$ cat src/hw/rtl/longest_nested_interval_chain_macros.svh
// Assertion macros for the nested interval chain block
`ifndef LONGEST_NESTED_INTERVAL_CHAIN_MACROS_SVH
`define LONGEST_NESTED_INTERVAL_CHAIN_MACROS_SVH
`ifndef NO_ASSERTIONS
`define LNIC_ASSERT_SAME(lbl, clk, rstn, ante, cons) \
    lbl: assert property (@(posedge clk) disable iff (!rstn) (ante) |-> (cons)) \
        else $error("assertion failed");
`define LNIC_ASSERT_NEXT(lbl, clk, rstn, ante, cons) \
    lbl: assert property (@(posedge clk) disable iff (!rstn) (ante) |=> (cons)) \
        else $error("assertion failed");
`else
`define LNIC_ASSERT_SAME(lbl, clk, rstn, ante, cons)
`define LNIC_ASSERT_NEXT(lbl, clk, rstn, ante, cons)
`endif
`endif

$ cat src/hw/rtl/lnic_ram.sv
// ----------------------------------------------------------------------------
// lnic_ram
// Generic single-write, single-read RAM with registered read data.
// ----------------------------------------------------------------------------
module lnic_ram #(
    parameter int W = 8,
    parameter int D = 16
) (
    input  logic                 i_clk,
    input  logic                 i_we,
    input  logic [$clog2(D)-1:0] i_waddr,
    input  logic [W-1:0]         i_wdata,
    input  logic [$clog2(D)-1:0] i_raddr,
    output logic [W-1:0]         o_rdata
);
    logic [W-1:0] r_mem [D];
    logic [W-1:0] r_rdata;

    always_ff @(posedge i_clk) begin
        if (i_we) begin
            r_mem[i_waddr] <= i_wdata;
        end
        r_rdata <= r_mem[i_raddr];
    end

    assign o_rdata = r_rdata;
endmodule

$ cat config.mk
export PLATFORM = sky130hd
export DESIGN_NAME = lnic_ram
export DESIGN_NICKNAME = d
export VERILOG_FILES = /design/src/hw/rtl/longest_nested_interval_chain_macros.svh /design/src/hw/rtl/lnic_ram.sv
export SDC_FILE = /design/constraint.sdc
export NUM_CORES = 1
export LEC_CHECK = 0
export BUFFER_PORTS_ARGS = -buffer_cell sky130_fd_sc_hd__buf_2
export CAP_MARGIN = 20
export CELL_PAD_IN_SITES_DETAIL_PLACEMENT = 0
export CELL_PAD_IN_SITES_GLOBAL_PLACEMENT = 1
export CORE_MARGIN = 4
export CORE_UTILIZATION = 42
export CTS_CLUSTER_DIAMETER = 80
export DETAILED_ROUTE_END_ITERATION = 10
export GPL_TIMING_DRIVEN = 0
export PLACE_DENSITY = 0.61
export SYNTH_ARGS = -nofsm -noshare
export SYNTH_HDL_FRONTEND = slang
export SYNTH_SLANG_ARGS = --single-unit
$ cat constraint.sdc
create_clock -name i_clk -period 4.6 [get_ports i_clk]
set_input_delay 0.92 -clock i_clk [delete_from_list [all_inputs] [get_ports i_clk]]
set_output_delay 0.92 -clock i_clk [all_outputs]
set_load 0.02 [all_outputs]
==> results.toml, run 1 <==
[place]
hpwlAfterDp_um = 6320
io_buffers = 24
gp_congestion = 0.717

[clock_tree]
htree_num_levels = 4
cts_root_buf = "clkbuf_16"
cts-buffers-inserted = 17
max-clock-path-buffers = 2
cts_resized = 0
clock_sinks = 136
post_cts_buffers = 0
clk_pin_slew_ns = 0.06
cts_hold_buf = 0
insertion_delay_ns = 0.40
cts_tree = "done"

[sta]
max_freq_mhz = 437
rsz0062_at_grt = "false"
worst_slew_pin_slew_ns = 0.834
slew_headroom_pct = 44.2
drv_slew = 0
setup_tns_ns = 0
hold_viol = 0
fin_worst_skew_ns = 0.00447
finalSetupViolCount = 0
fin_crit_ns = 2.29
fin_crit_sh_pct = 49.8

[pwr]
internal-power_mw = 2.43
finalPower_mw = 2.99
irDropWorstVdd_uv = 249
clkPwrFrac_pct = 48.8
power_density_mw_per_mm2 = 488
p_sw_uw = 559
sw_frac_of_total_pct = 18.7
comb_power_share_pct = 4.7
total_leakage_power_nw = 2.08
p_seq_share_pct = 46.5

[worst_setup_path]
slowest_delay_ns = 0.53
crit_arrival_ns = 2.39
crit_slowest_cell = "or3b_2"
worst_path_most_repeated_cell = "buf_2"
cp.required_ns = 4.70
critPathCaptureType = "flop"
startpoint = "i_waddr[2]"
cp-start-kind = "primary input"
crit_buf_inv = 2
crit-reg2reg-launch = "r_mem[6][0]"
cpLargestDelayFamily = "simple AND/OR/NAND/NOR gates"
path_class = "in2reg"
critPathMaxFanout = 6
path_cells = "buf_2 -> or3b_2 -> nor3_1 -> buf_2"

[yosys]
synth-compound-area-share_pct = 2.33
ys_seq_area_share_pct = 77.8
synth_top_family_by_area = "multiplexers"
synth_simple_gate_area_share_pct = 3.18
avgSynthCellArea_um2 = 22.5
ys_ff_latch = 136
synth_xor_area_share_pct = 0
yosysWarnings = 0
syn-instance-count = 229
synth.area.top_cells = "edfxtp_1 (75%), mux4_2 (7.9%), mux4_1 (7.1%)"
syn-cell-area_mm2 = 0.00515
syn_nets = 247
synth_top_area_share_pct = 74.7
synthMuxAreaShare_pct = 15.0
yosysTopAreaCell = "edfxtp_1"
synth_fa_ha_area_share_pct = 0
synth.distinct_cells = 19

[global_routing]
grt_pass1_vias = 2411
grt_max_degree = 17
met1_usage_pct = 20.7
grtUsageTotal_pct = 14.9
met3_usage_pct = 4.55
busiest_layer = "met2"
grt-ovfl-total = 0
antenna_found_initial = 0
grt_pass1_wl_um = 14900
met2_usage_pct = 22.6

[final_layout]
diodes = 0
final_common_cell = "edfxtp_1"
nNetsFinal = 294
area_growth_pct = 19.1
drive_above_1_share_pct = 30.1
layout_common_cells = "edfxtp_1 (128), buf_2 (29), mux4_2 (18)"

[floorplanning]
fp.dieW_um = 119
coreArea_mm2 = 0.0120
rows = 40
start_util_pct = 42.9
ios = 26
fp.dieH_um = 119
dieArea_mm2 = 0.0141

[routing]
dr_total_vias = 2367
routed_via_density = 5.43
drtIter0Drc = 130
ant_nets = 0
routed_wl_um = 9930
wire_per_inst_um = 22.8
drt_first_pass_iters = 4
drc_errors = 0

[worst_hold_path]
worstHoldStart = "r_mem[11][2]"
min_path_type = "reg2reg"

[run_status]
status = "completed"

[job]
max-cap-violations = 0
## sequential cells by signal (all words and copies together) (netlist names)
| signal | count |
|---|---|
| r_mem | 128 |
| o_rdata | 8 |
## routing by layer
metal	share of wire, %	vias up	routed length [um]
met3	4.9	13	484
met5	0	-	0
met1	46	1233	4590
met4	1.2	0	117
met2	48	54	4750
li1	-	1067	-
## cell usage after synthesis
cell type and n:
edfxtp_1 128, nand3b_1 2, and2_1 1, mux4_2 18
mux4_1 14, buf_2 3, nor2b_1 1, or3b_2 1
buf_6 3, nand3_1 1, nand2b_1 2, nor3_1 4
nor2_1 13, clkdlybuf4s25_2 3, and2b_1 1, a22oi_1 16
buf_4 1, dfxtp_1 8, nand2_1 9
## kinds of logic after synthesis
family | after synthesis
compound gates | 16
buf+inv | 10
flops | 136
mux | 32
simple gates | 35
## per-stage QoR
stage                     utilization, %  cells  setup WS [ns]  cell area, um2  hold WS [ns]
after CTS                           51.0    436           2.28            6130         0.683
after global placement              45.4    400           1.50            5450         0.659
after global routing                51.0    436           2.25            6130         0.720
final                               51.0    436           2.31            6130         0.678
after detailed placement            45.6    404           1.85            5480         0.670
after floorplan                        -    229           2.19            5150         0.629
## layout make-up
class	instances	area [um2]
Clock buffer	25	515
Tap cell	147	184
Clock inverter	7	138
Fill cell	962	5880
Timing Repair Buffer	28	145
Multi-Input combinational cell	83	1060
Sequential cell	136	4000
Buffer	10	86.3
## final timing paths
kind | depth (start not counted) | end | slack, ns
worst max-delay path | 4 | r_mem[0][5] | 2.31
worst min-delay path | 3 | o_rdata[2] | 0.68
worst max register to register | 3 | o_rdata[0] | 3.16
worst min register to register | 3 | o_rdata[2] | 0.68
## power groups by stage
stage | combinational (mW) | clock (mW) | sequential (mW)
2_1_floorplan | 0.0703 | 0 | 1.43
3_3_place_gp | 0.141 | 0 | 1.42
3_5_place_dp | 0.144 | 0 | 1.42
4_1_cts | 0.145 | 1.48 | 1.39
5_1_grt | 0.154 | 1.54 | 1.39
6_report | 0.141 | 1.46 | 1.39
## tightest hold or removal path, delay by kind of cell (launching register included)
kind	cells	cell delay, ns
AO/OA/AOI/OAI	1	0.08
flip-flops	1	0.31
AND/OR/NAND/NOR	1	0.05
multiplexers	1	0.21
(Power assumes the default switching activity.)
==> run 2: changes to the inputs <==
--- a/config.mk
+++ b/config.mk
@@ -14,7 +14,7 @@
 export CTS_CLUSTER_DIAMETER = 80
 export DETAILED_ROUTE_END_ITERATION = 10
 export GPL_TIMING_DRIVEN = 0
-export PLACE_DENSITY = 0.61
+export PLACE_DENSITY = 0.64
 export SYNTH_ARGS = -nofsm -noshare
 export SYNTH_HDL_FRONTEND = slang
 export SYNTH_SLANG_ARGS = --single-unit
==> constraint.sdc (replaced) <==
create_clock -name i_clk -period 1.9 [get_ports i_clk]
set_input_delay 0.38 -clock i_clk [delete_from_list [all_inputs] [get_ports i_clk]]
set_output_delay 0.38 -clock i_clk [all_outputs]
set_load 0.02 [all_outputs]
==> run 2 against run 1 <==
Against the previous run: setup slack worse by 2.1 ns; total power is 130% higher; critical path depth down 1; routed wire length fell by 2.3%; via count is 0.89% lower; largest cell class unchanged; highest routed layer unchanged; critical endpoint is now r_mem[2][6].
==> results.toml, run 2 (same netlist as run 1, synthesis figures left out) <==
[routing]
drc_errors = 0
routed_wl_um = 9710
wire_per_inst_um = 22.3
dr_total_vias = 2346
routed_via_density = 5.38
drtIter0Drc = 173
drt_first_pass_iters = 4
ant_nets = 0

[floorplanning]
start_util_pct = 42.9
fp.dieW_um = 119
dieArea_mm2 = 0.0141
ios = 26
coreArea_mm2 = 0.0120
fp.dieH_um = 119
rows = 40

[global_routing]
grt_pass1_vias = 2380
grt_max_degree = 17
grt-ovfl-total = 0
antenna_found_initial = 0
grt_pass1_wl_um = 14600
grtUsageTotal_pct = 14.6

[job]
max-cap-violations = 0

[worst_setup_path]
crit_slowest_cell = "nor2_1"
startpoint = "i_waddr[2]"
path_cells = "buf_2 -> or3b_2 -> nor2_1"
slowest_delay_ns = 0.66
critPathMaxFanout = 8
crit_buf_inv = 1
cp.required_ns = 1.92
path_class = "in2reg"
crit_arrival_ns = 1.67
cpLargestDelayFamily = "simple AND/OR/NAND/NOR gates"
critPathCaptureType = "flop"
crit-reg2reg-launch = "r_mem[4][0]"
cp-start-kind = "primary input"

[sta]
rsz0062_at_grt = "false"
fin_worst_skew_ns = 0.00784
hold_slack_ns = 0.386
fin_ws_ns = 0.247
slew_headroom_pct = 43.7
finalSetupViolCount = 0
fin_crit_ns = 1.65
drv_slew = 0
setup_tns_ns = 0
fin_crit_sh_pct = 87.0
worst_slew_pin_slew_ns = 0.841
hold_viol = 0
max_freq_mhz = 605

[clock_tree]
clk_pin_slew_ns = 0.06
htree_num_levels = 4
cts_resized = 0
cts_hold_buf = 0
post_cts_buffers = 0
cts_root_buf = "clkbuf_16"
clock_sinks = 136
max-clock-path-buffers = 2
cts_tree = "done"
cts-buffers-inserted = 17
insertion_delay_ns = 0.40

[place]
hpwlAfterDp_um = 6260
post-place-ws_ns = -0.185
gp_congestion = 0.663
postPlaceCellArea_mm2 = 0.00548
io_buffers = 24

[final_layout]
design_area_mm2 = 0.00605
diodes = 0
final_common_cell = "edfxtp_1"
drive_above_1_share_pct = 28.0
area_growth_pct = 17.6
top_register = "r_mem"
layout_common_cells = "edfxtp_1 (128), buf_2 (29), mux4_2 (18)"
largest_reg_flops = 128
nNetsFinal = 294

[pwr]
power_density_mw_per_mm2 = 1130
total_leakage_power_nw = 2.04
irDropWorstVdd_uv = 529

[worst_hold_path]
worstHoldStart = "i_wdata[4]"
min_path_type = "in2reg"

[run_status]
status = "completed"
## run 2: cell types whose count changed in the layout (fill, tap and decap cells not counted)
cell / delta
clkinv_2: -1
clkbuf_1: +6
clkinvlp_4: -1
bufinv_16: -2
clkbuf_8: -2
## run 2: final cells by class
type                       instances  area (um2)
multi-input combinational         83        1060
buffer                            10        86.3
fill                             965        5960
clock buffer                      29         510
clock inverter                     3        65.1
timing repair buffer              28         145
tap                              147         184
sequential                       136        4000
## run 2: final timing paths
kind | endpoint | slack, ns | depth (start not counted)
worst max register to register | o_rdata[0] | 0.52 | 3
worst min-delay path | r_mem[7][4] | 0.39 | 1
worst max-delay path | r_mem[2][6] | 0.25 | 3
worst min register to register | o_rdata[3] | 0.68 | 3
## run 2: report_power, final
group,switching (mW),internal [mW],leakage (nW),total [mW]
Combinational,0.206,0.135,0.537,0.340
Clock,1.09,2.07,0.280,3.16
Sequential,0.0136,3.36,1.22,3.37
## run 2: through the flow
step	util (%)	std cells	power, mW
final	50.4	436	6.87
after global routing	50.4	436	7.08
after CTS	50.4	436	6.92
after detailed placement	45.6	404	3.78
after global placement	45.4	400	3.77
after floorplan	-	229	3.63
## run 2: layer usage
metal  global-route usage [%]  routed length [um]  up-vias
met2                     21.5                4680       77
met1                     20.8                4240     1189
li1                         -                   -     1068
met5                        0                   0        -
met3                     4.16                 627       12
met4                     5.72                 157        0
